File: src/hw/rtl/ddpm_pkg.sv
// shared types, widths and constants of the differential drive pid mixer
// no dependencies; imported by every module and interface of the block
`timescale 1ns / 1ps

package ddpm_pkg;

    // fixed field widths
    localparam int SPEED_W = 16;
    localparam int GAIN_W  = 16;
    localparam int DUTY_W  = 8;

    // block constants
    localparam int INTEGRAL_WIDTH = 32;
    localparam int DUTY_LIMIT     = 255;
    localparam int TERM_SHIFT     = 40;
    localparam int FRAC_SHIFT     = 16;

    // register map
    localparam int NUM_REGS = 8;
    localparam int IDX_W    = $clog2(NUM_REGS);
    localparam int ADDR_W   = IDX_W + 2;
    localparam int DATA_W   = 32;

    localparam logic [IDX_W-1:0] REG_SPEED_SETPOINT = IDX_W'(0);
    localparam logic [IDX_W-1:0] REG_OMEGA_SETPOINT = IDX_W'(1);
    localparam logic [IDX_W-1:0] REG_SPEED_KP       = IDX_W'(2);
    localparam logic [IDX_W-1:0] REG_SPEED_KI       = IDX_W'(3);
    localparam logic [IDX_W-1:0] REG_SPEED_KD       = IDX_W'(4);
    localparam logic [IDX_W-1:0] REG_OMEGA_KP       = IDX_W'(5);
    localparam logic [IDX_W-1:0] REG_OMEGA_KI       = IDX_W'(6);
    localparam logic [IDX_W-1:0] REG_OMEGA_KD       = IDX_W'(7);

    localparam logic [GAIN_W-1:0] SPEED_KP_RST = GAIN_W'(128);
    localparam logic [GAIN_W-1:0] SPEED_KI_RST = GAIN_W'(45);
    localparam logic [GAIN_W-1:0] SPEED_KD_RST = GAIN_W'(0);
    localparam logic [GAIN_W-1:0] OMEGA_KP_RST = GAIN_W'(7680);
    localparam logic [GAIN_W-1:0] OMEGA_KI_RST = GAIN_W'(4480);
    localparam logic [GAIN_W-1:0] OMEGA_KD_RST = GAIN_W'(0);

    // datapath widths
    localparam int ERR_W    = SPEED_W + 1;
    localparam int DELTA_W  = ERR_W + 1;
    localparam int KS_W     = GAIN_W + 1;
    localparam int P_W      = ERR_W + KS_W;
    localparam int I_W      = INTEGRAL_WIDTH + KS_W;
    localparam int D_W      = DELTA_W + KS_W;
    localparam int TERM_W   = TERM_SHIFT + 2;
    localparam int CMP_W    = (I_W > TERM_W) ? I_W : TERM_W;
    localparam int CMD_W    = TERM_W + 1;
    localparam int MIX_W    = CMD_W + 1;
    localparam int TRUNC_W  = MIX_W - FRAC_SHIFT;
    localparam int CLAMP_W  = $clog2(DUTY_LIMIT + 1) + 1;
    localparam int MAG_W    = (CLAMP_W > DUTY_W) ? CLAMP_W : DUTY_W;

    localparam logic signed [INTEGRAL_WIDTH-1:0] INTEG_MAX =
        {1'b0, {(INTEGRAL_WIDTH-1){1'b1}}};
    localparam logic signed [INTEGRAL_WIDTH-1:0] INTEG_MIN =
        {1'b1, {(INTEGRAL_WIDTH-1){1'b0}}};

    typedef struct packed {
        logic [GAIN_W-1:0] kp;
        logic [GAIN_W-1:0] ki;
        logic [GAIN_W-1:0] kd;
    } ddpm_gains_t;

    typedef struct packed {
        logic signed [SPEED_W-1:0] speed_setpoint;
        logic signed [SPEED_W-1:0] omega_setpoint;
        ddpm_gains_t               speed_gains;
        ddpm_gains_t               omega_gains;
    } ddpm_cfg_t;

    // load strobes of the three loop stages
    typedef struct packed {
        logic ld_s1;
        logic ld_s2;
        logic ld_s3;
    } ddpm_stage_en_t;

endpackage

File: src/hw/rtl/ddpm_regs.sv
// apb configuration registers: setpoints and gains of both loops
// depends on ddpm_pkg
`timescale 1ns / 1ps

module ddpm_regs
    import ddpm_pkg::*;
(
    input  logic              clk,
    input  logic              rst_n,
    input  logic              psel,
    input  logic              penable,
    input  logic              pwrite,
    input  logic [ADDR_W-1:0] paddr,
    input  logic [DATA_W-1:0] pwdata,
    output logic [DATA_W-1:0] prdata,
    output logic              pready,
    output ddpm_cfg_t         cfg
);

    ddpm_cfg_t         cfg_reg;
    logic [IDX_W-1:0]  idx;
    logic [GAIN_W-1:0] wval;
    logic [GAIN_W-1:0] rval;
    logic              wr_en;

    assign idx    = paddr[ADDR_W-1:2];
    assign wval   = pwdata[GAIN_W-1:0];
    assign pready = 1'b1;
    assign wr_en  = psel && penable && pwrite && pready;

    always_ff @(posedge clk or negedge rst_n)
    begin
        if (!rst_n)
        begin
            cfg_reg.speed_setpoint <= '0;
            cfg_reg.omega_setpoint <= '0;
            cfg_reg.speed_gains    <= '{kp: SPEED_KP_RST, ki: SPEED_KI_RST,
                                        kd: SPEED_KD_RST};
            cfg_reg.omega_gains    <= '{kp: OMEGA_KP_RST, ki: OMEGA_KI_RST,
                                        kd: OMEGA_KD_RST};
        end
        else if (wr_en)
        begin
            unique case (idx)
                REG_SPEED_SETPOINT: cfg_reg.speed_setpoint <= $signed(wval);
                REG_OMEGA_SETPOINT: cfg_reg.omega_setpoint <= $signed(wval);
                REG_SPEED_KP:       cfg_reg.speed_gains.kp <= wval;
                REG_SPEED_KI:       cfg_reg.speed_gains.ki <= wval;
                REG_SPEED_KD:       cfg_reg.speed_gains.kd <= wval;
                REG_OMEGA_KP:       cfg_reg.omega_gains.kp <= wval;
                REG_OMEGA_KI:       cfg_reg.omega_gains.ki <= wval;
                REG_OMEGA_KD:       cfg_reg.omega_gains.kd <= wval;
                default:            ;
            endcase
        end
    end

    always_comb
    begin
        unique case (idx)
            REG_SPEED_SETPOINT: rval = cfg_reg.speed_setpoint;
            REG_OMEGA_SETPOINT: rval = cfg_reg.omega_setpoint;
            REG_SPEED_KP:       rval = cfg_reg.speed_gains.kp;
            REG_SPEED_KI:       rval = cfg_reg.speed_gains.ki;
            REG_SPEED_KD:       rval = cfg_reg.speed_gains.kd;
            REG_OMEGA_KP:       rval = cfg_reg.omega_gains.kp;
            REG_OMEGA_KI:       rval = cfg_reg.omega_gains.ki;
            REG_OMEGA_KD:       rval = cfg_reg.omega_gains.kd;
            default:            rval = '0;
        endcase
    end

    assign prdata = {{(DATA_W-GAIN_W){1'b0}}, rval};
    assign cfg    = cfg_reg;

endmodule

File: config.mk
export PLATFORM = sky130hd
export DESIGN_NAME = ddpm_regs
export DESIGN_NICKNAME = d
export VERILOG_FILES = /design/src/hw/rtl/ddpm_pkg.sv /design/src/hw/rtl/ddpm_regs.sv
export SDC_FILE = /design/constraint.sdc
export NUM_CORES = 1
export LEC_CHECK = 0
export ABC_CLOCK_PERIOD_IN_PS = 2400
export BUFFER_PORTS_ARGS = -buffer_cell sky130_fd_sc_hd__buf_2
export CAP_MARGIN = 40
export CORE_UTILIZATION = 55
export DETAILED_ROUTE_END_ITERATION = 10
export GPL_TIMING_DRIVEN = 1
export PLACE_DENSITY = 0.86
export SLEW_MARGIN = 20
export SYNTH_ARGS = -nofsm -noshare
export SYNTH_HDL_FRONTEND = slang
export SYNTH_SLANG_ARGS = --single-unit
File: constraint.sdc
create_clock -name clk -period 2.4 [get_ports clk]
set_input_delay 0.12 -clock clk [delete_from_list [all_inputs] [get_ports clk]]
set_output_delay 0.12 -clock clk [all_outputs]
set_load 0.03 [all_outputs]
After elaboration in Yosys (flattened, before gate mapping)
Index checks and enable logic that the tools add are counted.
{"block": "totals", "regBits": 128, "out_inout_bits": 161}
{"block": "op_classes", "n_eq_ne": 7, "mux": 1, "reduce_logical": 11}
{"cell": "$pmux W16 S8", "n": 1}
{"cell": "$reduce_and A2 Y1", "n": 8}
{"cell": "$eq A3 B3 Y1 const B", "n": 4}
{"cell": "$eq A3 B2 Y1 const B", "n": 2}
{"cell": "$eq A3 B1 Y1 const B", "n": 1}
{"cell": "$logic_not A3 Y1", "n": 1}
{"cell": "$logic_and A1 B1 Y1", "n": 2}

Logic depth before layout (Yosys ltp)
{"block": "logic_depth", "ltp_word": 3, "ltp_mapped": 6, "mapped_depth_nobuf": 3}

Worst setup path after synthesis
Ideal clock, no wire load.
{"block": "synth_timing", "path_kind": "reg2out", "startpoint": "reg cfg_reg (netlist bit cfg[42])", "endpoint": "out prdata[10]", "t_arrival_ns": 1.538, "t_required_ns": 2.280, "path_slack_ns": 0.742, "stages_incl_launch_ff": 4, "n_path_buf": 0, "path_cell_list": "dfstp_2 mux2i_1 a211o_1 a31oi_1"}
{"block": "synth_between", "elab_chain_len": 1}
{"element": "start, declared", "line": "ddpm_regs.sv:20", "text": "ddpm_cfg_t cfg_reg;"}
{"element": "$pmux W16 S8", "line": "ddpm_regs.sv:60", "text": "unique case (idx)"}
{"element": "end, declared", "line": "ddpm_regs.sv:15", "text": "output logic [DATA_W-1:0] prdata,"}
Every way passes these cells.

Worst setup path in the final report
Ends and elaborated chain as after synthesis.

==> flow_summary_export.csv <==
group,metric,value,unit
cells_and_area,fin_cells,785,
clock_tree,cts_num_sinks,128,
cells_and_area,num_antenna_cells,0,
global_routing,globalRouteMet2Util,51.47,%
sta,slew_headroom,62.54,%
setup_path,ordered_list_of_cells_on_the_worst_path,"mux2i_1 > a211o_1 > a31oi_1 > buf_2",
floorplanning,core-area,10460,um2
global_routing,grt_first_pass_wirelength,26.31,mm
yosys,synthesis.instances,436,
placement,dp_hpwl,11.35,mm
clock_tree,worst_skew_pair.late_latency,520,ps
global_routing,grt.met1_usage,37.62,%
placement,buffer_ports.inserted,167,
setup_path,setup.worst_path.end_class,"output port",
yosys,syn-mean-instance-area,13.85,um2
global_routing,vias_in_the_first_global_route,4739,
routing,drt-initial-drc-count,251,
power_and_ir_drop,seq_power_share,37.1,%
floorplanning,design.portCount,203,
clock_tree,clkTransAtPathRegs,60,ps
yosys,synth.top_cells.by_count,"mux2_2 (118), dfrtp_1 (116), mux2i_1 (46), buf_4 (19)",
sta,setup_viol_count_final,0,
sta,slew_viol_final,0,
floorplanning,starting_density,57.70,%
cells_and_area,layout.nets,678,
routing,dr.pass1.iters,5,
sta,worstMarginPinSlew,561.2,ps
sta,worst_hold_slack,102.5,ps
routing,total_detailed_routing_wirelength,17.16,mm
yosys,synth_enable_flop_cells,0,
cells_and_area,area_delta_synth_final,29.91,%
yosys,postSynthRegisterBits,128,
setup_path,critPathRequiredTime,2280,ps
sta,hold_viol_final,0,
yosys,synthArstFlopShare,100.0,%
floorplanning,die_height,106.8,um
yosys,netlist_top_cells_area,"dfrtp_1 (48%), mux2_2 (22%), mux2i_1 (7.6%)",
outcome,run_status,"complete, no violations",
yosys,synth_top_flop_cell,"dfrtp_1",
setup_path,timing_worst_setup_path_type,"reg2out",
sta,fin_setup_tns,0,ps
placement,gpl.final_weighted_congestion,0.8406,
setup_path,critPathMaxFanout,3,
routing,drc,0,
routing,via_count,4668,
sta,post_layout_minimum_cycle_time,2025,ps
hold_path,timing.hold.worst.class,"in2async",
yosys,syn-cell-area,6037,um2
cells_and_area,post-route-util,74.96,%
setup_path,cp.arrival,1900,ps
power_and_ir_drop,p_int,5.143,mW
floorplanning,floorplan_row_count,37,
power_and_ir_drop,share_clk_of_total_power,32.6,%
power_and_ir_drop,total_power_draw,8.014,mW
clock_tree,number_of_buffers_inserted_during_clock_tree_synthesis,17,
floorplanning,die_area,11400,um2
job,timing.max_cap.violations,0,
clock_tree,cts_root_buf,"clkbuf_8",
yosys,sequential_to_total_area_share_from_yosys_stat,53.31,%
routing,avgViaCountPerCell,5.946,
cells_and_area,share_of_cells_above_drive_strength_1,57.47,%
power_and_ir_drop,vdd_drop_max,0.5526,mV
clock_tree,cts_tree,"built",
routing,count_of_antenna_violating_nets_left_after_detailed_routing,0,
yosys,post-synth-top-count-cell,"mux2_2",
sta,clock_skew,0,ps
global_routing,grt_busiest_layer,"met2",
global_routing,groute.usage.overall,31.08,%
routing,drt-wirelength-per-cell,21.86,um
clock_tree,ctsLongestPathBuffers,2,
sta,fmax,0.4939,GHz
yosys,yosysTopAreaCellShare,48.08,%
global_routing,pin_count_of_the_biggest_net_entering_global_routing,68,
clock_tree,cts_max_level,4,
setup_path,worst_path_slowest_cell,"dfstp_2",
yosys,synth_warnings,0,
sta,final_min_period_over_clock_period,84.36,%
placement,post-place-cells,736,
power_and_ir_drop,cellPowerDensity,1022,nW/um2
power_and_ir_drop,power.net_switching,2.871,mW
power_and_ir_drop,comb_power_share,30.3,%
global_routing,antenna_violations_before_repair,0,
power_and_ir_drop,total_leakage_power,4.005,nW
sta,grt_setup_unrepaired,"false",
global_routing,groute.layer.met3.usage,7.842,%
clock_tree,post_cts_resize_count,0,
setup_path,type_of_origin_of_the_critical_path,"register",
yosys,netlist.top_cell.by_area,"dfrtp_1",
setup_path,cp_slowest_stage_delay,550,ps
cells_and_area,flip_flop_count_of_the_largest_register_all_copies_and_words_added,128,
floorplanning,dieWidth,106.8,um
power_and_ir_drop,power_switching_share,35.82,%
global_routing,globalRouteOverflowTotal,0,
yosys,cell_variety_after_synth,31,
## metrics by stage
step	cell area (um2)	worst slack, ps
after floorplan	6093	741.9
after global placement	7067	524.6
after detailed placement	7067	490.0
after CTS	7843	362.9
after global routing	7843	324.7
final	7843	375.3
## cells by family (layout without fill, tap and decap cells)
group / count (synthesis) / in the layout / synth area share, %
compound gates: 50 / 50 / 6.446
buf+inv: 57 / 255 / 5.140
other cells: 2 / 17 / 0.1244
flops: 128 / 128 / 53.31
simple gates: 25 / 25 / 2.860
mux: 174 / 174 / 32.12
## area by class of cell
type / count / area, um2
flip-flops and latches: 128 / 3218
clock inverters: 10 / 132.6
well taps: 136 / 170.2
multi-input cells: 266 / 2571
repair buffers: 210 / 1229
clock buffers: 22 / 473.0
fillers: 688 / 2620
inverters: 13 / 48.80
## per-layer routing
layer  part of all wire (%)  vias to the layer above
li1                       -                     1970
met1                     39                     2367
met2                     50                      272
met3                    7.5                       59
met4                    3.5                        0
met5                      0                        -
## power by group through the flow
stage	clock (mW)	combinational, mW	sequential, mW
after floorplan	0	0.823	3.78
after global placement	0	2.33	2.95
after detailed placement	0	2.39	2.99
after CTS	2.64	2.43	2.96
after global routing	2.74	2.54	3.02
final	2.61	2.43	2.97
## path summary, 6_finish.rpt
kind	start	to	slack, ps	depth (start not counted)
max	cfg[42]	prdata[10]	380	4
max reg2reg	cfg[110]	cfg[110]	1540	1
min in group clk	penable	cfg[45]	220	4
min	rst_n	cfg[18]	100	2
min reg2reg	cfg[3]	cfg[3]	530	1
max in group asynchronous	rst_n	cfg[24]	1510	3
## worst max-delay path, delay by kind of cell, from the launching register on
kind	cells	cell delay [ps]
multiplexers	1	90
AO/OA/AOI/OAI	2	520
flip-flops	1	550
buffers and inverters	1	230
## repair_timing
| item | CTS | global route |
|---|---|---|
| hold endpoints to repair | 162 | 0 |
| hold buffers | 17 | 0 |
| setup buffers | 0 | 0 |
## cell usage in the layout, fill, tap and decap left out, drive strengths merged, types with 12 or more instances in the layout
| master | count |
|---|---|
| dfrtp | 116 |
| inv | 13 |
| mux2 | 128 |
| dlygate4sd3 | 17 |
| clkbuf | 22 |
| mux2i | 46 |
| a221oi | 12 |
| o22a | 15 |
| o22ai | 15 |
| conb | 17 |
| dfstp | 12 |
| buf | 193 |
No activity file was read; power rests on OpenSTA's default activity.
