[src/hw/rtl/ddpm_pkg.sv]
// shared types, widths and constants of the differential drive pid mixer
// no dependencies; imported by every module and interface of the block
`timescale 1ns / 1ps

package ddpm_pkg;

    // fixed field widths
    localparam int SPEED_W = 16;
    localparam int GAIN_W  = 16;
    localparam int DUTY_W  = 8;

    // block constants
    localparam int INTEGRAL_WIDTH = 32;
    localparam int DUTY_LIMIT     = 255;
    localparam int TERM_SHIFT     = 40;
    localparam int FRAC_SHIFT     = 16;

    // register map
    localparam int NUM_REGS = 8;
    localparam int IDX_W    = $clog2(NUM_REGS);
    localparam int ADDR_W   = IDX_W + 2;
    localparam int DATA_W   = 32;

    localparam logic [IDX_W-1:0] REG_SPEED_SETPOINT = IDX_W'(0);
    localparam logic [IDX_W-1:0] REG_OMEGA_SETPOINT = IDX_W'(1);
    localparam logic [IDX_W-1:0] REG_SPEED_KP       = IDX_W'(2);
    localparam logic [IDX_W-1:0] REG_SPEED_KI       = IDX_W'(3);
    localparam logic [IDX_W-1:0] REG_SPEED_KD       = IDX_W'(4);
    localparam logic [IDX_W-1:0] REG_OMEGA_KP       = IDX_W'(5);
    localparam logic [IDX_W-1:0] REG_OMEGA_KI       = IDX_W'(6);
    localparam logic [IDX_W-1:0] REG_OMEGA_KD       = IDX_W'(7);

    localparam logic [GAIN_W-1:0] SPEED_KP_RST = GAIN_W'(128);
    localparam logic [GAIN_W-1:0] SPEED_KI_RST = GAIN_W'(45);
    localparam logic [GAIN_W-1:0] SPEED_KD_RST = GAIN_W'(0);
    localparam logic [GAIN_W-1:0] OMEGA_KP_RST = GAIN_W'(7680);
    localparam logic [GAIN_W-1:0] OMEGA_KI_RST = GAIN_W'(4480);
    localparam logic [GAIN_W-1:0] OMEGA_KD_RST = GAIN_W'(0);

    // datapath widths
    localparam int ERR_W    = SPEED_W + 1;
    localparam int DELTA_W  = ERR_W + 1;
    localparam int KS_W     = GAIN_W + 1;
    localparam int P_W      = ERR_W + KS_W;
    localparam int I_W      = INTEGRAL_WIDTH + KS_W;
    localparam int D_W      = DELTA_W + KS_W;
    localparam int TERM_W   = TERM_SHIFT + 2;
    localparam int CMP_W    = (I_W > TERM_W) ? I_W : TERM_W;
    localparam int CMD_W    = TERM_W + 1;
    localparam int MIX_W    = CMD_W + 1;
    localparam int TRUNC_W  = MIX_W - FRAC_SHIFT;
    localparam int CLAMP_W  = $clog2(DUTY_LIMIT + 1) + 1;
    localparam int MAG_W    = (CLAMP_W > DUTY_W) ? CLAMP_W : DUTY_W;

    localparam logic signed [INTEGRAL_WIDTH-1:0] INTEG_MAX =
        {1'b0, {(INTEGRAL_WIDTH-1){1'b1}}};
    localparam logic signed [INTEGRAL_WIDTH-1:0] INTEG_MIN =
        {1'b1, {(INTEGRAL_WIDTH-1){1'b0}}};

    typedef struct packed {
        logic [GAIN_W-1:0] kp;
        logic [GAIN_W-1:0] ki;
        logic [GAIN_W-1:0] kd;
    } ddpm_gains_t;

    typedef struct packed {
        logic signed [SPEED_W-1:0] speed_setpoint;
        logic signed [SPEED_W-1:0] omega_setpoint;
        ddpm_gains_t               speed_gains;
        ddpm_gains_t               omega_gains;
    } ddpm_cfg_t;

    // load strobes of the three loop stages
    typedef struct packed {
        logic ld_s1;
        logic ld_s2;
        logic ld_s3;
    } ddpm_stage_en_t;

endpackage

[src/hw/rtl/ddpm_pid.sv]
// one pid loop in three stages: state update, gain products, term sum
// depends on ddpm_pkg
`timescale 1ns / 1ps

module ddpm_pid
    import ddpm_pkg::*;
(
    input  logic                      clk,
    input  logic                      rst_n,
    input  ddpm_stage_en_t            en,
    input  logic signed [SPEED_W-1:0] setpoint,
    input  logic signed [SPEED_W-1:0] measured,
    input  ddpm_gains_t               gains,
    output logic signed [CMD_W-1:0]   loop_cmd
);

    // stage 1: loop state doubles as the stage register
    logic signed [INTEGRAL_WIDTH-1:0] integ_reg, integ_next;
    logic signed [ERR_W-1:0]          last_err_reg, last_err_next;
    logic signed [DELTA_W-1:0]        delta_reg, delta_next;
    logic signed [INTEGRAL_WIDTH:0]   integ_sum;

    // stage 2: products
    logic signed [P_W-1:0] p_reg, p_next;
    logic signed [I_W-1:0] i_reg, i_next;
    logic signed [D_W-1:0] d_reg, d_next;
    logic signed [KS_W-1:0] kp_s, ki_s, kd_s;

    // stage 3: loop command
    logic signed [CMD_W-1:0] cmd_reg, cmd_next;
    logic signed [CMP_W-1:0] i_ext, i_sat;
    logic signed [CMP_W-1:0] term_hi, term_lo;

    assign last_err_next = ERR_W'(setpoint) - ERR_W'(measured);
    assign integ_sum     = (INTEGRAL_WIDTH+1)'(integ_reg)
                         + (INTEGRAL_WIDTH+1)'(last_err_next);
    assign delta_next    = DELTA_W'(last_err_next) - DELTA_W'(last_err_reg);

    always_comb
    begin
        priority if (integ_sum[INTEGRAL_WIDTH] == integ_sum[INTEGRAL_WIDTH-1])
            integ_next = integ_sum[INTEGRAL_WIDTH-1:0];
        else if (integ_sum[INTEGRAL_WIDTH])
            integ_next = INTEG_MIN;
        else
            integ_next = INTEG_MAX;
    end

    always_ff @(posedge clk or negedge rst_n)
    begin
        if (!rst_n)
        begin
            integ_reg    <= '0;
            last_err_reg <= '0;
        end
        else if (en.ld_s1)
        begin
            integ_reg    <= integ_next;
            last_err_reg <= last_err_next;
        end
    end

    always_ff @(posedge clk)
    begin
        if (en.ld_s1)
            delta_reg <= delta_next;
    end

    assign kp_s   = $signed({1'b0, gains.kp});
    assign ki_s   = $signed({1'b0, gains.ki});
    assign kd_s   = $signed({1'b0, gains.kd});
    assign p_next = last_err_reg * kp_s;
    assign i_next = integ_reg * ki_s;
    assign d_next = delta_reg * kd_s;

    always_ff @(posedge clk)
    begin
        if (en.ld_s2)
        begin
            p_reg <= p_next;
            i_reg <= i_next;
            d_reg <= d_next;
        end
    end

    // integral term bounded to +-2^40
    assign term_hi = CMP_W'(longint'(1) <<< TERM_SHIFT);
    assign term_lo = -term_hi;
    assign i_ext   = CMP_W'(i_reg);

    always_comb
    begin
        priority if (i_ext > term_hi)
            i_sat = term_hi;
        else if (i_ext < term_lo)
            i_sat = term_lo;
        else
            i_sat = i_ext;
    end

    assign cmd_next = CMD_W'(p_reg) + CMD_W'(i_sat) + CMD_W'(d_reg);

    always_ff @(posedge clk)
    begin
        if (en.ld_s3)
            cmd_reg <= cmd_next;
    end

    assign loop_cmd = cmd_reg;

endmodule

[config.mk]
export PLATFORM = sky130hd
export DESIGN_NAME = ddpm_pid
export DESIGN_NICKNAME = d
export VERILOG_FILES = /design/src/hw/rtl/ddpm_pkg.sv /design/src/hw/rtl/ddpm_pid.sv
export SDC_FILE = /design/constraint.sdc
export NUM_CORES = 2
export LEC_CHECK = 0
export BUFFER_PORTS_ARGS = -buffer_cell sky130_fd_sc_hd__buf_4
export CORE_ASPECT_RATIO = 1.1
export CORE_MARGIN = 4
export CORE_UTILIZATION = 55
export DETAILED_ROUTE_END_ITERATION = 10
export GPL_TIMING_DRIVEN = 0
export PLACE_DENSITY_LB_ADDON = 0.1
export SLEW_MARGIN = 40
export SYNTH_ARGS = -nofsm -noshare
export SYNTH_HDL_FRONTEND = slang
export SYNTH_SLANG_ARGS = --single-unit
[constraint.sdc]
create_clock -name clk -period 6.4 [get_ports clk]
set_input_delay 0.64 -clock clk [delete_from_list [all_inputs] [get_ports clk]]
set_output_delay 0.64 -clock clk [all_outputs]
set_load 0.005 [all_outputs]
* Word level (Yosys, flattened, before mapping)
Index checks and enable logic that the tools add are counted.
** Operators by class
- Add/sub/neg operators :: 5
- Multipliers :: 3
- $lt $le $gt $ge :: 2
- Eq/ne operators :: 1
- Mux-type cells :: 4
** Operators by type and width (count)
- two-way mux 43 bit :: 2
- two-way mux 32 bit :: 2
- > comparator 49 x 42 -> 1 bit, second input constant :: 1
- less-than comparator 49 x 41 -> 1 bit, second input constant :: 1
- multiplier 32 x 17 -> 49 bit :: 1
- adder 34 x 43 -> 43 bit :: 1
- adder 43 x 35 -> 43 bit :: 1
- multiplier 18 x 17 -> 35 bit :: 1
- multiplier 17 x 17 -> 34 bit :: 1
- adder 32 x 17 -> 33 bit :: 1
- subtractor 17 x 17 -> 18 bit :: 1
- subtractor 16 x 16 -> 17 bit :: 1
- equality test 1 bit :: 1
** Word-level totals
- Register bits after elaboration :: 228
- Output and inout port bits :: 43

* Logic depth before layout (Yosys ltp)
- Depth after elaboration :: 5
- Depth in mapped cells :: 26

* Worst setup path after synthesis
Ideal clock, no wire load.
- Kind :: input port to flip-flop
- From :: in gains[40] (netlist name)
- To :: reg p_reg[31], data pin
- Arrival :: 6.449 ns
- Required time :: 6.133 ns
- Setup slack :: -0.316 ns
- Stages on the path :: 22
- Buffers on the path :: 2
- Cell sequence :: clkbuf_1 > clkbuf_1 > nand2_1 > fa_1 > inv_1 > fa_1 > fa_1 > fa_1 > fa_1 > inv_1 > fa_1 > inv_1 > ha_1 > a21o_1 > a221oi_1 > o221ai_1 > or3_1 > and3_1 > a311oi_1 > o211ai_1 > a211oi_1 > a21oi_1
** Between the ends
- Word-level cells in the longest chain between the ends :: 1
** RTL lines
- from (decl) :: RTL line ddpm_pid.sv:13 : input ddpm_gains_t gains,
- multiplier 17 x 17 -> 34 bit :: RTL line ddpm_pid.sv:72 : assign p_next = last_err_reg * kp_s;
- named net p_next[31] :: RTL line ddpm_pid.sv:24 : logic signed [P_W-1:0] p_reg, p_next;
- to (signal assigned) :: RTL line ddpm_pid.sv:80 : p_reg <= p_next;
- to (decl) :: RTL line ddpm_pid.sv:24
The timed path passes the listed nets, and every way through them passes these cells.
A chain may end at the register's enable or synchronous reset.

* Worst setup path after layout
- From :: reg last_err_reg[15]
- To :: reg p_reg[33], data pin
** Between the ends
- Word-level cells in the longest chain between the ends :: 1
** RTL lines
- from (decl) :: RTL line ddpm_pid.sv:19 : logic signed [ERR_W-1:0] last_err_reg, last_err_next;
- from (signal assigned) :: RTL line ddpm_pid.sv:59 : last_err_reg <= last_err_next;
- multiplier 17 x 17 -> 34 bit :: RTL line ddpm_pid.sv:72
- named net p_next[33] :: RTL line ddpm_pid.sv:24
The timed path passes the listed nets, and every way through them passes these cells.

==> results.tsv <==
stage	metric	value	unit
run_status	status	complete, but fails checks	
run_status	failing checks	setup timing	
route	drt drc	0	
die	IO Pins	128	
route	DR vias/cell	5.54	
finish	Core Util, Final	0.627	
worst_setup_path	Reg2Reg Depth	22	
logic_synthesis	Seq cells post-synth	228	
global_route	wire length of the first global-routing pass	243000	µm
worst_setup_path	Reg2Reg Setup Slack	-300	ps
sta	Tcrit/Tclk final	1.05	
worst_setup_path	CP startpoint	last_err_reg[15]	
route	1st-pass router iterations	6	
sta	TNS Setup	-617	ps
worst_setup_path	Setup crit end	p_reg[33]	
die	row count	119	
clocking	H-tree levels	1	
logic_synthesis	ys async rst share	0.215	
clocking	clk buf depth	3	
sta	achievable frequency	0.149	GHz
clocking	Hold Buf Count CTS	0	
die	Die Y	335	µm
global_route	Congestion Overflow GR	0	
finish	post-route cell area	60300	µm²
sta	final setup margin	-301	ps
worst_setup_path	worst r2r dst	p_reg[33]	
placed_design	setup slack at placement	-1520	ps
worst_setup_path	crit path max fanout	5	
placed_design	port buffer count	116	
worst_setup_path	Crit. End Element	flop	
clocking	Worst-path clk slew	70	ps
clocking	CTS Buf Count	26	
sta	slew at the pin closest to its max-slew limit	880	ps
logic_synthesis	mapped cell area	53600	µm²
route	Detailed Route WL	154000	µm
hold_path	Worst Hold Class	primary input to async pin	
logic_synthesis	post-synth top area share	0.413	
logic_synthesis	Syn Area/Cell	9.33	µm²
sta	post-layout min period	6700	ps
worst_setup_path	critical path type	flop to flop	
logic_synthesis	synth warn	0	
placed_design	dpl hpwl	124000	µm
placed_design	GPL Wtd Cong	0.939	
sta	Layout Skew	33.4	ps
route	First DRT Iteration DRCs	2769	
global_route	initial antenna violation count	2	
finish	layout cells sized above 1	0.119	
logic_synthesis	register area share after synthesis	0.123	
logic_synthesis	Syn Nets	7337	
logic_synthesis	Synth area leader	fa_1	
finish	Layout area overhead	12.6	%
worst_setup_path	worst r2r src	last_err_reg[15]	
finish	FF+latch area	6660	µm²
finish	max reg flops	49	
global_route	vias in the first global route	42800	
clocking	Root Driver	clkbuf_16	
sta	Fin. Hold Viols	0	
finish	fillers	8259	
route	vias	40600	
clocking	CTS tree	yes	
sta	RSZ-0062 raised after global routing	true	
die	core box area	96200	µm²
logic_synthesis	synth unique cells	84	
global_route	Total GRT Usage	0.307	
worst_setup_path	critical path data arrival time	6920	ps
logic_synthesis	Top FF cell, synth	edfxtp_1	
finish	nets@finish	7634	
sta	Slew Viols, Final	0	
finish	area occupied by multi-input gates	42300	µm²
global_route	largest net degree at the start of global routing	68	
worst_setup_path	crit path launch type	flop	
route	Routed Antenna Nets	0	
finish	# diodes	0	
die	Die ar.	103000	µm²
die	Initial Util	0.557	
worst_setup_path	Crit path required time	6620	ps
logic_synthesis	top cells by area, synth	fa_1 (41%), edfxtp_1 (10%), inv_1 (9.7%), ha_1 (9.3%), and2_1 (5.8%)	
sta	setup violators final	5	
route	drt wl/cell	21.0	µm
die	Chip Width	306	µm
clocking	CTS Sinks	228	
logic_synthesis	Post-Syn Instances	5745	
logic_synthesis	number of synthesized flops with an enable pin	179	
run	max-cap viol count	0	
sta	Max-slew headroom	0.409	
placed_design	DP Area	56200	µm²
clocking	Worst-Skew Late Latency	580	ps
critical path, cell delays in order, from the launching register on:
cell	delay, ps
dfrtp_2	500
buf_8	170
and2_4	150
fa_1	530
inv_1	50
fa_1	450
fa_1	520
inv_1	50
fa_1	470
fa_1	500
inv_1	50
fa_1	490
inv_2	50
ha_4	220
a21o_1	180
a221oi_2	320
o221ai_2	150
or3_4	380
and3_4	190
a311oi_4	310
o211ai_1	180
mux2i_1	170
nand4_1	250
cells in the mapped netlist (23+ instances only):
cell type  count
nand2b_1      29
o22ai_1       25
a21o_1        84
fa_1        1107
nor2_1       108
edfxtp_1     179
ha_1         400
a21oi_1      180
inv_1       1381
xnor2_1      151
nand3_1       52
o21ai_0      106
and3_1        24
xor2_1        52
nor2b_1       61
nand2_1      691
nor3_1        45
and2_1       495
o21a_1        23
clkbuf_1     198
dfrtp_1       49
nand4_1       23
area by class of cell:
type	instances	area share
Tap cell	1270	0.0263
Clock buffer	28	0.0111
Sequential cell	228	0.110
Inverter	1381	0.0861
Buffer	192	0.0230
Multi-Input combinational cell	3929	0.701
Timing Repair Buffer	284	0.0390
Clock inverter	20	0.00290
per-layer routing:
metal  GRT usage  vias up  share of wire
met2       0.522     1454           0.49
met5           0        -       0.000085
met1       0.407    20800           0.39
met4       0.115        2          0.047
met3      0.0379      323          0.074
li1            -    18100              -
worst min-delay path by stage:
stage,endpoint,slack (ps),cells past startpoint
CTS,last_err_reg[15],100,1
global placement,last_err_reg[15],720,1
floorplan,integ_reg[0],340,0
global route,last_err_reg[15],130,1
detailed placement,last_err_reg[15],720,1
finish,last_err_reg[15],100,1
what timing repair did:
action,in CTS,in global routing
gates resized for setup,391,182
endpoints found under the setup margin,68,59
pin swaps,78,108
gates cloned,1,1
buffers inserted,123,45
placed cells by master (no fill, tap or decap), drive strengths merged, types with 14 or more instances in the layout:
cell	netlist	layout
nand3	52	52
edfxtp	179	179
a31oi	22	22
clkinv	0	14
clkbuf	198	196
buf	9	308
or3	17	17
ha	400	400
a21oi	180	180
o21bai	22	22
xor2	52	52
o211ai	17	17
o22ai	25	25
nand2	691	691
xnor2	152	152
and3	24	24
nand2b	29	29
o31ai	14	14
inv	1381	1378
dfrtp	49	49
nor3	45	45
fa	1107	1107
nor2b	61	61
nor4	16	16
a21o	84	84
o21ai	114	114
and2	495	495
o21a	23	23
a211oi	22	22
nand4	23	23
nor2	108	108
stage by stage:
stage               hold WS, ps  std cells
global placement            719       7131
floorplan                   344       5745
CTS                         102       7290
detailed placement          720       7132
finish                     97.0       7332
global route                125       7332
kinds of logic (layout without fill, tap and decap cells):
kind of cell             Yosys count  count (layout)  share of synthesized area
AO/OA/AOI/OAI                    614             614                     0.0752
adder cells (fa/ha/maj)         1511            1511                      0.508
flip-flops                       228             228                      0.123
multiplexers                      13              13                    0.00259
buffers and inverters           1588            1905                      0.111
XOR/XNOR                         204             204                     0.0337
AND/OR/NAND/NOR                 1587            1587                      0.146
Power is not shown: default switching activity piles up to over one toggle a cycle in this logic, so the estimate is an artifact.
