## src/hw/rtl/ddpm_pkg.sv

```systemverilog
// shared types, widths and constants of the differential drive pid mixer
// no dependencies; imported by every module and interface of the block
`timescale 1ns / 1ps

package ddpm_pkg;

    // fixed field widths
    localparam int SPEED_W = 16;
    localparam int GAIN_W  = 16;
    localparam int DUTY_W  = 8;

    // block constants
    localparam int INTEGRAL_WIDTH = 32;
    localparam int DUTY_LIMIT     = 255;
    localparam int TERM_SHIFT     = 40;
    localparam int FRAC_SHIFT     = 16;

    // register map
    localparam int NUM_REGS = 8;
    localparam int IDX_W    = $clog2(NUM_REGS);
    localparam int ADDR_W   = IDX_W + 2;
    localparam int DATA_W   = 32;

    localparam logic [IDX_W-1:0] REG_SPEED_SETPOINT = IDX_W'(0);
    localparam logic [IDX_W-1:0] REG_OMEGA_SETPOINT = IDX_W'(1);
    localparam logic [IDX_W-1:0] REG_SPEED_KP       = IDX_W'(2);
    localparam logic [IDX_W-1:0] REG_SPEED_KI       = IDX_W'(3);
    localparam logic [IDX_W-1:0] REG_SPEED_KD       = IDX_W'(4);
    localparam logic [IDX_W-1:0] REG_OMEGA_KP       = IDX_W'(5);
    localparam logic [IDX_W-1:0] REG_OMEGA_KI       = IDX_W'(6);
    localparam logic [IDX_W-1:0] REG_OMEGA_KD       = IDX_W'(7);

    localparam logic [GAIN_W-1:0] SPEED_KP_RST = GAIN_W'(128);
    localparam logic [GAIN_W-1:0] SPEED_KI_RST = GAIN_W'(45);
    localparam logic [GAIN_W-1:0] SPEED_KD_RST = GAIN_W'(0);
    localparam logic [GAIN_W-1:0] OMEGA_KP_RST = GAIN_W'(7680);
    localparam logic [GAIN_W-1:0] OMEGA_KI_RST = GAIN_W'(4480);
    localparam logic [GAIN_W-1:0] OMEGA_KD_RST = GAIN_W'(0);

    // datapath widths
    localparam int ERR_W    = SPEED_W + 1;
    localparam int DELTA_W  = ERR_W + 1;
    localparam int KS_W     = GAIN_W + 1;
    localparam int P_W      = ERR_W + KS_W;
    localparam int I_W      = INTEGRAL_WIDTH + KS_W;
    localparam int D_W      = DELTA_W + KS_W;
    localparam int TERM_W   = TERM_SHIFT + 2;
    localparam int CMP_W    = (I_W > TERM_W) ? I_W : TERM_W;
    localparam int CMD_W    = TERM_W + 1;
    localparam int MIX_W    = CMD_W + 1;
    localparam int TRUNC_W  = MIX_W - FRAC_SHIFT;
    localparam int CLAMP_W  = $clog2(DUTY_LIMIT + 1) + 1;
    localparam int MAG_W    = (CLAMP_W > DUTY_W) ? CLAMP_W : DUTY_W;

    localparam logic signed [INTEGRAL_WIDTH-1:0] INTEG_MAX =
        {1'b0, {(INTEGRAL_WIDTH-1){1'b1}}};
    localparam logic signed [INTEGRAL_WIDTH-1:0] INTEG_MIN =
        {1'b1, {(INTEGRAL_WIDTH-1){1'b0}}};

    typedef struct packed {
        logic [GAIN_W-1:0] kp;
        logic [GAIN_W-1:0] ki;
        logic [GAIN_W-1:0] kd;
    } ddpm_gains_t;

    typedef struct packed {
        logic signed [SPEED_W-1:0] speed_setpoint;
        logic signed [SPEED_W-1:0] omega_setpoint;
        ddpm_gains_t               speed_gains;
        ddpm_gains_t               omega_gains;
    } ddpm_cfg_t;

    // load strobes of the three loop stages
    typedef struct packed {
        logic ld_s1;
        logic ld_s2;
        logic ld_s3;
    } ddpm_stage_en_t;

endpackage

```

## src/hw/rtl/ddpm_mix.sv

```systemverilog
// wheel mixer: sum and difference, truncation, clamp, magnitude and direction
// depends on ddpm_pkg; holds the output register
`timescale 1ns / 1ps

module ddpm_mix
    import ddpm_pkg::*;
(
    input  logic                    clk,
    input  logic                    ld,
    input  logic signed [CMD_W-1:0] speed_cmd,
    input  logic signed [CMD_W-1:0] omega_cmd,
    output logic [DUTY_W-1:0]       right_duty,
    output logic                    right_reverse,
    output logic [DUTY_W-1:0]       left_duty,
    output logic                    left_reverse
);

    localparam logic signed [TRUNC_W-1:0] LIM_HI = TRUNC_W'(DUTY_LIMIT);
    localparam logic signed [TRUNC_W-1:0] LIM_LO = -LIM_HI;

    logic signed [MIX_W-1:0]   right_mix, left_mix;
    logic signed [CLAMP_W-1:0] right_c, left_c;
    logic signed [MAG_W-1:0]   right_x, left_x;
    logic [MAG_W-1:0]          right_mag, left_mag;

    logic [DUTY_W-1:0] right_duty_reg, left_duty_reg;
    logic              right_rev_reg, left_rev_reg;

    // q.16 to integer toward zero, then clamp
    function automatic logic signed [CLAMP_W-1:0] to_cmd(
        input logic signed [MIX_W-1:0] q
    );
        logic signed [MIX_W-1:0]   biased;
        logic signed [TRUNC_W-1:0] t;
        logic signed [TRUNC_W-1:0] c;
        biased = q + (q[MIX_W-1] ? MIX_W'({FRAC_SHIFT{1'b1}}) : '0);
        t      = biased[MIX_W-1:FRAC_SHIFT];
        if (t > LIM_HI)
            c = LIM_HI;
        else if (t < LIM_LO)
            c = LIM_LO;
        else
            c = t;
        return c[CLAMP_W-1:0];
    endfunction

    assign right_mix = MIX_W'(speed_cmd) - MIX_W'(omega_cmd);
    assign left_mix  = MIX_W'(speed_cmd) + MIX_W'(omega_cmd);
    assign right_c   = to_cmd(right_mix);
    assign left_c    = to_cmd(left_mix);
    assign right_x   = MAG_W'(right_c);
    assign left_x    = MAG_W'(left_c);
    assign right_mag = right_x[MAG_W-1] ? -right_x : right_x;
    assign left_mag  = left_x[MAG_W-1] ? -left_x : left_x;

    always_ff @(posedge clk)
    begin
        if (ld)
        begin
            right_duty_reg <= right_mag[DUTY_W-1:0];
            right_rev_reg  <= right_c[CLAMP_W-1] || (right_c == '0);
            left_duty_reg  <= left_mag[DUTY_W-1:0];
            // left wheel is negated, so it reverses when the sum is not negative
            left_rev_reg   <= !left_c[CLAMP_W-1];
        end
    end

    assign right_duty    = right_duty_reg;
    assign right_reverse = right_rev_reg;
    assign left_duty     = left_duty_reg;
    assign left_reverse  = left_rev_reg;

endmodule

```

## config.mk

```make
export PLATFORM = sky130hd
export DESIGN_NAME = ddpm_mix
export DESIGN_NICKNAME = d
export VERILOG_FILES = /design/src/hw/rtl/ddpm_pkg.sv /design/src/hw/rtl/ddpm_mix.sv
export SDC_FILE = /design/constraint.sdc
export NUM_CORES = 1
export LEC_CHECK = 0
export BUFFER_PORTS_ARGS = -buffer_cell sky130_fd_sc_hd__buf_4
export CORE_ASPECT_RATIO = 1.5
export CORE_MARGIN = 2
export CORE_UTILIZATION = 50
export DETAILED_ROUTE_END_ITERATION = 10
export MAX_ROUTING_LAYER = met4
export PLACE_DENSITY_LB_ADDON = 0.08
export SLEW_MARGIN = 20
export SYNTH_ARGS = -nofsm -noshare
export SYNTH_HDL_FRONTEND = slang
export SYNTH_SLANG_ARGS = --single-unit
```

## constraint.sdc

```tcl
create_clock -name clk -period 8.05 [get_ports clk]
set_input_delay 0.4025 -clock clk [delete_from_list [all_inputs] [get_ports clk]]
set_output_delay 0.4025 -clock clk [all_outputs]
set_load 0.02 [all_outputs]
```

# == After elaboration in Yosys (flattened, before gate mapping) ==
# Cells that the tools add are included.
# totals
register_bits,18
latch_bits,0
mem_bits_rw,0
mem_bits_ro,0
inputBits,88
out_inout_bits,18
elab_cells,25
mem_count,0
# op_classes
n_addsub,6
multipliers,0
div_mod_pow,0
magnitude_cmp,4
eq_ne,0
shifts,0
n_mux,8
n_bitwise,0
n_reduce_logical,3
# op_table
operator,n
adder 44 x 16 -> 44 bit,2
> comparator 28 x 9 -> 1 bit (second input constant),2
< comparator 28 x 9 -> 1 bit (second input constant),2
adder 43 x 43 -> 44 bit,1
subtractor 43 x 43 -> 44 bit,1
2-to-1 mux 9 bit,4
2-to-1 mux 16 bit,2
2-to-1 mux 8 bit,2
negation 8 bit,2
logical NOT 9 bit,1
logical NOT 1 bit,1
logical OR 1 bit,1

# == Longest topological paths before layout ==
# Gate-level depths: netlist (run 1).
# logic_depth
word_depth,8
depth_mapped,33
mapped_depth_nobuf,29

# == Least setup slack after synthesis (run 1) ==
# No wires, ideal clock.
# synth_path
kind,input-to-reg
start,input omega_cmd[24]
end,"register left_duty_reg[4] (netlist: left_duty[4]), data pin"
setup_time_ps,254
t_arrival_ps,6407
required_time_ps,7796
slack_ps,1388
cell_stages,31
path_buffers,3
cell_sequence,inv_1 ha_1 buf_2 nor4_1 nand2_1 nor4_1 a2111oi_4 a21oi_2 or2_2 inv_2 ha_1 nand2_1 o21ai_0 or4_1 o32a_1 or3b_1 o2111a_2 a21oi_2 buf_6 buf_6 nor4_4 xnor2_1 o41a_1 nand2_1 nor2_1 o21a_1 ha_1 and3_1 o21ai_0 o22ai_2 o21a_1
# synth_between
elab_chain_cells,8
word_cells_on_any_way,9
cone_classes,3 x add/sub; 2 x order compare; 4 x mux
# synth_lines
item,line_no,text
"start, declared",ddpm_mix.sv:11,"input logic signed [CMD_W-1:0] omega_cmd,"
adder 43 x 43 -> 44 bit *,ddpm_mix.sv:48,assign left_mix = MIX_W'(speed_cmd) + MIX_W'(omega_cmd);
2-to-1 mux 16 bit,ddpm_mix.sv:36,biased = q + (q[MIX_W-1] ? MIX_W'({FRAC_SHIFT{1'b1}}) : '0);
adder 44 x 16 -> 44 bit *,ddpm_mix.sv:36,
< comparator 28 x 9 -> 1 bit,ddpm_mix.sv:40,else if (t < LIM_LO)
2-to-1 mux 9 bit,ddpm_mix.sv:40,
2-to-1 mux 9 bit *,ddpm_mix.sv:38,if (t > LIM_HI)
negation 8 bit,ddpm_mix.sv:54,assign left_mag = left_x[MAG_W-1] ? -left_x : left_x;
2-to-1 mux 8 bit *,ddpm_mix.sv:54,
named net left_mag[4],ddpm_mix.sv:24,"logic [MAG_W-1:0] right_mag, left_mag;"
"end signal, assigned",ddpm_mix.sv:62,left_duty_reg <= left_mag[DUTY_W-1:0];
"end, declared",ddpm_mix.sv:26,"logic [DUTY_W-1:0] right_duty_reg, left_duty_reg;"
# The timed path passes the listed nets; every way through them passes the cells marked *.
# A chain may end at the register's enable or synchronous reset.

# == Final worst setup path (run 1) ==
# layout_path
start,input speed_cmd[24]
end,"register left_duty_reg[4] (netlist: left_duty[4]), data pin"
# layout_between
elab_chain_cells,8
word_cells_on_any_way,9
cone_classes,3 x add/sub; 2 x order compare; 4 x mux
# layout_lines
item,line_no,text
"start, declared",ddpm_mix.sv:10,"input logic signed [CMD_W-1:0] speed_cmd,"
adder 43 x 43 -> 44 bit *,ddpm_mix.sv:48,
2-to-1 mux 16 bit,ddpm_mix.sv:36,
adder 44 x 16 -> 44 bit *,ddpm_mix.sv:36,
< comparator 28 x 9 -> 1 bit,ddpm_mix.sv:40,
2-to-1 mux 9 bit,ddpm_mix.sv:40,
2-to-1 mux 9 bit *,ddpm_mix.sv:38,
negation 8 bit,ddpm_mix.sv:54,
2-to-1 mux 8 bit *,ddpm_mix.sv:54,
named net left_mag[4],ddpm_mix.sv:24,
# Marks and branches as above.

==> flow_summary.ini, run 1 <==
[status]
status = complete, no violations

[global_routing]
grt_pass1_wl_um = 54340
antenna_found_initial = 0
grt_max_degree = 23
first_global_vias = 10610
gr-total-overflow = 0
grt_use_total = 0.3589

[setup_path]
critPathBufInv = 3
critPathRequiredTime_ns = 8.05
arrival_ns = 7.46
cp-start-kind = input port
crit_family = simple AND/OR/NAND/NOR gates
critPathMaxStageDelay_ns = 0.57
cpMaxStageDelayCell = nor4_1
criticalPathCategory = in -> reg
endpoint_kind = register
cp_max_fo = 22

[logic_synthesis]
synth_edf_count = 18
synth.distinct_cells = 94
yosys-top-cells-count = 129 x nor2_1, 103 x a21oi_1, 102 x ha_1
yosys_warnings = 0
ys_seq_area_frac = 0.05884
synth_area_mm2 = 0.009186
synthCells = 1311
synth_seq_cells = 18
synth_top_area_frac = 0.1389
ys.flop_type = edfxtp_1
async_reset_ff_frac = 0
syn_nets = 1503
postSynthAreaPerCell_um2 = 7.007
synth.most_common_cell = nor2_1
synth_top_cell_by_area = ha_1
yosys-top-cells-area = ha_1 14%, xnor2_1 6.5%, edfxtp_1 5.9%

[cts]
cts_resized = 0
hold_buffers = 0
htree_levels = 1
clk_pin_slew_ns = 0.05
cts_buffer_depth = 2
cts_tree = done
post-cts-setup-buffers = 0
cts_root_buf = clkbuf_16
cts_sinks = 18
numCtsBuffers = 3

[finish]
fin_area_mm2 = 0.01045
fill_cells = 1862
nets = 1613
instances_no_fill = 1637
area_growth_pct = 13.73
drive_gt1_frac = 0.1472
antenna_cells = 0

[placed_design]
io_buffers = 105
place_area_mm2 = 0.01036
dp_cells = 1633
gp_congestion = 1.067
dp_hpwl_um = 29170

[pwr]
internal_power_w = 0.0005782
switching_share = 0.5517
p_leak_nw = 4.516
power_per_cell_area_mw_per_mm2 = 123.4
sequentialPowerShare = 0.089
p_comb_frac = 0.836
power_frac_clock = 0.075
p_sw_w = 0.0007115
peakVddDrop_mv = 0.06695

[detailed_routing]
drc = 0
drtIter0Drc = 732
first_pass_iters = 5
dr_wl_met2_um = 17760
ant_nets = 0
routedWlPerCell_um = 20.99
wl_met1_um = 12080
wl_met3_um = 1582
drt_wl_total_um = 34360
maxUsedRoutingLayer = met4
vias = 10730
via_per_inst = 6.552

[floorplanning]
rows = 60
die_y_um = 170.0
die_area_mm2 = 0.01950
initial_core_util = 0.5120
fp.coreArea_mm2 = 0.01794
fp.dieW_um = 114.7
ios = 106

[sta]
setup_viol = 0
clock.fmax_ghz = 0.1340
worst_pin_slew_ns = 1.145
whs_ns = 0.5402
period_minus_slack_ns = 7.465
hold_viol = 0
fin_setup_tns_ns = 0
report.final.slew_viol_count = 0
max-slew-margin-rel = 0.2249
post-route-period-util = 0.9273
rsz0062_at_grt = false

[hold_path]
worstHoldPathType = in -> reg

[run]
max-cap-violations = 0
==> kinds of logic (layout without fill, tap and decap cells) <==
| family | after synthesis | in the layout | share of synthesized area |
|---|---|---|---|
| simple gates | 515 | 515 | 0.2930 |
| mux | 16 | 16 | 0.01798 |
| xor+xnor | 88 | 88 | 0.08553 |
| flops | 18 | 18 | 0.05884 |
| fa+ha+maj | 104 | 104 | 0.1433 |
| compound gates | 428 | 428 | 0.3372 |
| buf+inv | 142 | 251 | 0.06415 |
==> power groups by stage <==
| stage | sequential [W] | clock, W | combinational (W) |
|---|---|---|---|
| detailed placement | 0.000117 | 0 | 0.00105 |
| global route | 0.000116 | 0.000101 | 0.00117 |
| finish | 0.000115 | 0.0000961 | 0.00108 |
| CTS | 0.000115 | 0.0000980 | 0.00106 |
| floorplan | 0.000127 | 0 | 0.000725 |
| global placement | 0.000117 | 0 | 0.00105 |
==> cells in the final DEF (no fill, tap or decap), types with 12 or more instances in the layout <==
| cell type | count |
|---|---|
| nor4_1 | 29 |
| and3_1 | 17 |
| o211ai_1 | 18 |
| o21bai_1 | 18 |
| nor3_1 | 46 |
| nor2b_1 | 21 |
| nand2b_1 | 13 |
| o21ai_0 | 62 |
| nand3_1 | 39 |
| o21a_1 | 12 |
| or2_2 | 17 |
| nor2_1 | 129 |
| or3_1 | 15 |
| o31ai_1 | 20 |
| ha_1 | 102 |
| mux2i_1 | 12 |
| and2_1 | 20 |
| edfxtp_1 | 18 |
| buf_4 | 151 |
| xnor2_1 | 68 |
| xor2_1 | 18 |
| nand2_1 | 88 |
| inv_1 | 90 |
| a211oi_1 | 14 |
| a21o_1 | 30 |
| nand4_1 | 31 |
| a21oi_1 | 103 |
==> layer usage <==
layer  vias up  track usage
li1       5167            -
met1      4965       0.3538
met3       167      0.02671
met4         0       0.2481
met5         -            -
met2       426       0.6586
==> final cells by class <==
type / instances / area (um^2) / share of cell area
clock buffers: 3 / 75.07 / 0.007186
well taps: 217 / 271.5 / 0.02599
clock inverters: 1 / 3.754 / 0.0003593
multi-input cells: 1151 / 8063 / 0.7717
inverters: 96 / 360.3 / 0.03449
repair buffers: 151 / 1134 / 0.1085
flip-flops and latches: 18 / 540.5 / 0.05174
==> path summary, 6_finish.rpt <==
check             cells past startpoint           end           from  slack (ns)
setup / recovery                     29  left_duty[4]  speed_cmd[24]        0.59
hold / removal                        1  left_duty[1]             ld        0.54
==> stage by stage <==
| stage | util | total power (W) | worst slack (ns) |
|---|---|---|---|
| final | 0.5823 | 0.001290 | 0.5851 |
| after global routing | 0.5823 | 0.001386 | 0.02980 |
| after CTS | 0.5819 | 0.001270 | 0.6473 |
| after detailed placement | 0.5775 | 0.001168 | 0.4373 |
| after global placement | 0.5775 | 0.001164 | 0.6030 |
| after floorplan | - | 0.0008527 | 1.388 |
Note: power is estimated with default switching activity, not from simulation.
==> inputs of run 2 (changes only) <==
Settings changed: MAX_ROUTING_LAYER met4 to default.
Clock period 8.05 ns to 6.45 ns, I/O delays scaled along.
==> run 2 against run 1 <==
Effect of this change: the flow now finishes with violations (setup timing); non-clock buffer count is 220 higher; critical path depth is 2 higher; clock power is 26% higher; flip-flop and latch count stayed put; routed wire length is 9.9% higher; combinational power is 55% higher; design area is 20% higher; utilization is 11 points higher; worst hold slack worse by 0.079 ns; sequential share of layout area is 0.85 points lower.
==> flow_summary.ini, run 2 (synthesized netlist as in run 1, its figures left out) <==
[placed_design]
io_buffers = 105
post-place-ws_ns = -0.4749
gp_congestion = 1.060
dp_hpwl_um = 31630

[sta]
hold_viol = 0
period_minus_slack_ns = 6.461
setup_viol = 1
report.final.slew_viol_count = 0
clock.fmax_ghz = 0.1548
worst_slack_ns = -0.01054
fin_setup_tns_ns = -0.01054
worst_pin_slew_ns = 1.231
rsz0062_at_grt = true
max-slew-margin-rel = 0.1740
post-route-period-util = 1.002

[finish]
area_growth_pct = 36.13
nets = 1833
drive_gt1_frac = 0.2941
antenna_cells = 0
layout_common_cells = 361 x buf_4, 123 x nor2_1, 101 x a21oi_1
final_common_cell = buf_4

[pwr]
power_per_cell_area_mw_per_mm2 = 154.9
p_leak_nw = 5.667
peakVddDrop_mv = 0.08001

[detailed_routing]
routedWlPerCell_um = 20.35
drt_wl_total_um = 37770
first_pass_iters = 7
drc = 0
drtIter0Drc = 926
ant_nets = 0
via_per_inst = 6.383
vias = 11850

[setup_path]
critPathRequiredTime_ns = 6.44
crit_end = left_duty[6]
arrival_ns = 6.45
criticalPathCategory = in -> reg
startpoint = speed_cmd[14]
crit_family = simple AND/OR/NAND/NOR gates
cp_max_fo = 7
crit_cells = 31
critPathBufInv = 6
critPathMaxStageDelay_ns = 0.54
endpoint_kind = register
crit_path_frequent_cell = buf_4
cpMaxStageDelayCell = or4_1
cp-start-kind = input port

[hold_path]
min_from = ld
worstHoldPathType = in -> reg

[cts]
htree_levels = 1
numCtsBuffers = 3
hold_buffers = 0
cts_buffer_depth = 2
cts_tree = done
clk_pin_slew_ns = 0.05
cts_root_buf = clkbuf_16
cts_sinks = 18

[global_routing]
grt_max_degree = 19
antenna_found_initial = 0
use_met1 = 0.3665
first_global_vias = 11570
grt_pass1_wl_um = 58280
gr-total-overflow = 0
grtUsageMet3 = 0.04986
grt-busiest-layer = met2
grt_use_total = 0.3766
met2_usage = 0.7026

[floorplanning]
rows = 60
fp.coreArea_mm2 = 0.01794
fp.dieW_um = 114.7
ios = 106
die_y_um = 170.0
die_area_mm2 = 0.01950
initial_core_util = 0.5120

[status]
status = finished with violations
violations = setup timing

[run]
max-cap-violations = 0
-- run 2: cell count changes in the layout (fill, tap and decap cells not counted), moves of 4 or more --
cell / delta
buf_4: +210
buf_6: +6
ha_4: +7
nor4_1: -4
ha_1: -9
o21ai_0: -5
nor2_2: +5
nor2_1: -6
-- run 2: worst min-delay path by stage --
stage                    endpoint  slack (ns)  depth (start not counted)
global route        right_duty[6]        0.46                          1
floorplan            left_duty[0]        0.43                          0
global placement     left_duty[0]        0.70                          1
finish               left_duty[4]        0.46                          1
CTS                  left_duty[0]        0.46                          1
detailed placement   left_duty[0]        0.71                          1
-- run 2: cell type report --
class	count	area, um^2
inverter	96	365.4
clock buffer	3	75.07
tap	217	271.5
fill	1630	5436
timing repair buffer	371	2853
sequential	18	540.5
multi-input combinational	1151	8401
-- run 2: what timing repair did --
action | 4_1_cts | 5_1_grt
setup endpoints to repair | 3 | 8
gates cloned | 0 | 1
pin swaps | 8 | 41
setup buffers | 3 | 9
gates resized for setup | 11 | 70
-- run 2: layer usage --
layer	part of all wire	wire (um)
met5	0	0
met4	0.086	3245
met3	0.055	2090
met2	0.52	19600
met1	0.34	12830
-- run 2: report_power, final --
group | switching, W | total (W) | internal (W) | leakage, nW
Sequential | 0.00000364 | 0.000144 | 0.000141 | 0.180
Clock | 0.0000396 | 0.000121 | 0.0000815 | 0.0370
Combinational | 0.000952 | 0.00167 | 0.000719 | 5.45
Total | 0.000995 | 0.00194 | 0.000941 | 5.67
-- run 2: per-stage QoR --
stage                     power [W]  hold slack [ns]  cells    util  cell area (um^2)
after floorplan            0.001066           0.4350   1311       -              9203
after global placement     0.001648           0.7040   1840  0.6658             11950
after detailed placement   0.001672           0.7130   1840  0.6658             11950
after CTS                  0.001815           0.4593   1846  0.6738             12090
after global routing       0.002064           0.4630   1856  0.6970             12510
final                      0.001937           0.4614   1856  0.6970             12510
==> inputs of run 3 (changes only) <==
Settings changed: ABC_CLOCK_PERIOD_IN_PS from default to 5250, SLEW_MARGIN 20 to default.
Clock period 6.45 ns to 5.25 ns, I/O delays scaled along.
==> run 3 against run 2 <==
Effect of this change: the flow now stops in 5_1_grt; area after synthesis is the same; synthesized cell count unchanged.
==> flow_summary.ini, run 3 <==
[logic_synthesis]
yosys-top-cells-area = ha_1 14%, xnor2_1 6.5%, edfxtp_1 5.9%
synth_simple_gate_area_frac = 0.2930
synth_edf_count = 18
synth_top_cell_by_area = ha_1
synthCells = 1311
postSynthAreaPerCell_um2 = 7.007
synthAdderAreaFrac = 0.1433
syn_nets = 1503
synth_xor_area_frac = 0.08554
synth_top_family_by_area = compound AO/OA/AOI/OAI gates
yosys-top-cells-count = 129 x nor2_1, 103 x a21oi_1, 102 x ha_1
synthMuxAreaShare = 0.01798
ys.flop_type = edfxtp_1
synth.most_common_cell = nor2_1
ys_seq_area_frac = 0.05884
synth.distinct_cells = 94
synth_seq_cells = 18
yosys_warnings = 0
synth_top_area_frac = 0.1389
synth_compound_area_frac = 0.3372
synth_area_mm2 = 0.009186
async_reset_ff_frac = 0

[status]
status = aborted with a tool error
error_line = [ERROR GRT-0116] Global routing finished with congestion. Check the congestion regions in the DRC Viewer.
haltStage = 5_1_grt

[cts]
cts_root_buf = clkbuf_16
cts_buffer_depth = 2
cts_sinks = 18
hold_buffers = 0
htree_levels = 1
numCtsBuffers = 3

[floorplanning]
rows = 60
fp.dieW_um = 114.7
ios = 106
initial_core_util = 0.5120
die_y_um = 170.0

[placed_design]
dp_hpwl_um = 35500
post-place-ws_ns = -1.162
io_buffers = 105
gp_congestion = 1.066

[global_routing]
grt_pass1_wl_um = 102600
gr-total-overflow = 48
grt_use_total = 0.6994
grt_max_degree = 19
first_global_vias = 17290
run 3: cell counts after synthesis:
Identical to the previous run, type by type.
run 3: per-stage QoR:
stage	utilization	area (um^2)	instances	setup TNS (ns)
after floorplan	-	9499	1311	-3.499
after global placement	0.7914	14200	2105	-11.66
after detailed placement	0.7914	14200	2105	-14.55
after CTS	0.8773	15740	2183	-4.238
run 3: logic make-up after synthesis:
logic type               after synthesis
AND/OR/NAND/NOR                      515
multiplexers                          16
adder cells (fa/ha/maj)              104
buffers and inverters                142
AO/OA/AOI/OAI                        428
flip-flops                            18
XOR/XNOR                              88
run 3: metal layers:
metal  GRT overflow  track usage
met4             17       0.7248
met2             27       0.9151
met5              0       0.1947
met1              4       0.6373
met3              0       0.5531
run 3: timing repair:
action | 4_1_cts
hold endpoints to repair | 0
endpoints found under the setup margin | 17
pin swaps | 82
setup buffers | 76
resized for setup | 176
gates cloned | 1
==> inputs of run 4 (changes only) <==
Settings changed: ABC_CLOCK_PERIOD_IN_PS 5250 to 6800, CORE_ASPECT_RATIO 1.5 to default, CORE_UTILIZATION 50 to 35, PLACE_DENSITY_LB_ADDON 0.08 to 0.15.
Clock period 5.25 ns to 6.8 ns, I/O delays scaled along.
==> run 4 against run 3 <==
Effect of this change: the flow now finishes without violations.
==> flow_summary.ini, run 4 (synthesized netlist as in run 1, its figures left out) <==
[status]
status = complete, no violations

[cts]
cts_root_buf = clkbuf_16
clk_pin_slew_ns = 0.05
cts_tree = done
htree_levels = 1
cts_sinks = 18
cts_buffer_depth = 2
numCtsBuffers = 3

[pwr]
p_leak_nw = 4.952
power_per_cell_area_mw_per_mm2 = 142.9
peakVddDrop_mv = 0.1412
finalPower_w = 0.001625

[detailed_routing]
routedWlPerCell_um = 18.55
vias = 10800
drt_wl_total_um = 34160
first_pass_iters = 5
via_per_inst = 5.865
drc = 0
ant_nets = 0
drtIter0Drc = 827

[sta]
setup_viol = 0
whs_ns = 0.4708
clock.fmax_ghz = 0.1565
max-slew-margin-rel = 0.1785
worst_slack_ns = 0.4119
worst_pin_slew_ns = 1.224
rsz0062_at_grt = true
post-route-period-util = 0.9394
report.final.slew_viol_count = 0
hold_viol = 0
fin_setup_tns_ns = 0
period_minus_slack_ns = 6.388

[finish]
antenna_cells = 0
fill_cells = 2709
drive_gt1_frac = 0.2104
nets = 1700
fin_area_mm2 = 0.01137
layout_common_cells = 234 x buf_4, 127 x nor2_1, 103 x a21oi_1
area_growth_pct = 23.80
multi_input_area_mm2 = 0.008154
seqCellArea_um2 = 540.5
final_common_cell = buf_4

[placed_design]
gp_congestion = 0.9224
post-place-ws_ns = -0.06031
dp_hpwl_um = 29350
io_buffers = 105
place_area_mm2 = 0.01116

[hold_path]
min_from = ld
hold_path_end = right_duty[4]
worstHoldPathType = in -> reg
hold_depth = 1

[setup_path]
critPathRequiredTime_ns = 6.79
cp-start-kind = input port
startpoint = speed_cmd[2]
cp_max_fo = 22
criticalPathCategory = in -> reg
crit_path_frequent_cell = ha_1
cpMaxStageDelayCell = or4_1
critPathMaxStageDelay_ns = 0.39
arrival_ns = 6.38
endpoint_kind = register

[floorplanning]
ios = 106
die_y_um = 166.0
fp.coreArea_mm2 = 0.02591
fp.dieW_um = 166.0
initial_core_util = 0.3545
die_area_mm2 = 0.02756
rows = 59

[global_routing]
grt_pass1_wl_um = 53930
antenna_found_initial = 0
gr-total-overflow = 0
first_global_vias = 10170
grt_max_degree = 23
grt_use_total = 0.2361

[run]
max-cap-violations = 0
-- run 4: worst max-delay path: cells and delay by family --
family | cells | cell delay, ns
compound gates | 11 | 2.38
simple gates | 10 | 2.37
fa+ha+maj | 3 | 0.74
buf+inv | 3 | 0.38
mux | 1 | 0.13
-- run 4: through the flow --
step	instances	util
CTS	1838	0.4337
finish	1842	0.4389
global route	1842	0.4389
global placement	1834	0.4306
floorplan	1311	-
detailed placement	1834	0.4306
-- run 4: final cells by class --
cell class | instances | share of cell area
clock inverters | 1 | 0.0003301
well taps | 335 | 0.03686
repair buffers | 238 | 0.1600
multi-input cells | 1151 | 0.7170
flip-flops and latches | 18 | 0.04753
clock buffers | 3 | 0.006601
inverters | 96 | 0.03169
-- run 4: per-layer routing --
layer  GRT usage  share of wire
met2      0.3780           0.44
met5           0              0
met1      0.3469           0.49
met4     0.04423          0.016
met3     0.02026          0.060
-- run 4: power by group --
| group | internal (W) | switching (W) |
|---|---|---|
| registers | 0.000133 | 0.00000227 |
| logic | 0.000551 | 0.000824 |
| clock network | 0.0000780 | 0.0000359 |
-- run 4: worst max-delay path by stage --
stage / end / slack [ns] / depth (start not counted)
after global placement: right_duty[4] / 0.15 / 31
after detailed placement: left_duty[2] / -0.06 / 29
after floorplan: left_duty[4] / 0.20 / 31
final: left_duty[6] / 0.41 / 28
after global routing: right_duty[6] / -0.05 / 31
after CTS: left_duty[2] / 0.19 / 29
-- run 4: what timing repair did --
action                                  4_1_cts  5_1_grt
buffers inserted                              0        4
hold buffers                                  0        0
endpoints found under the setup margin        0        8
gates resized for setup                       0       31
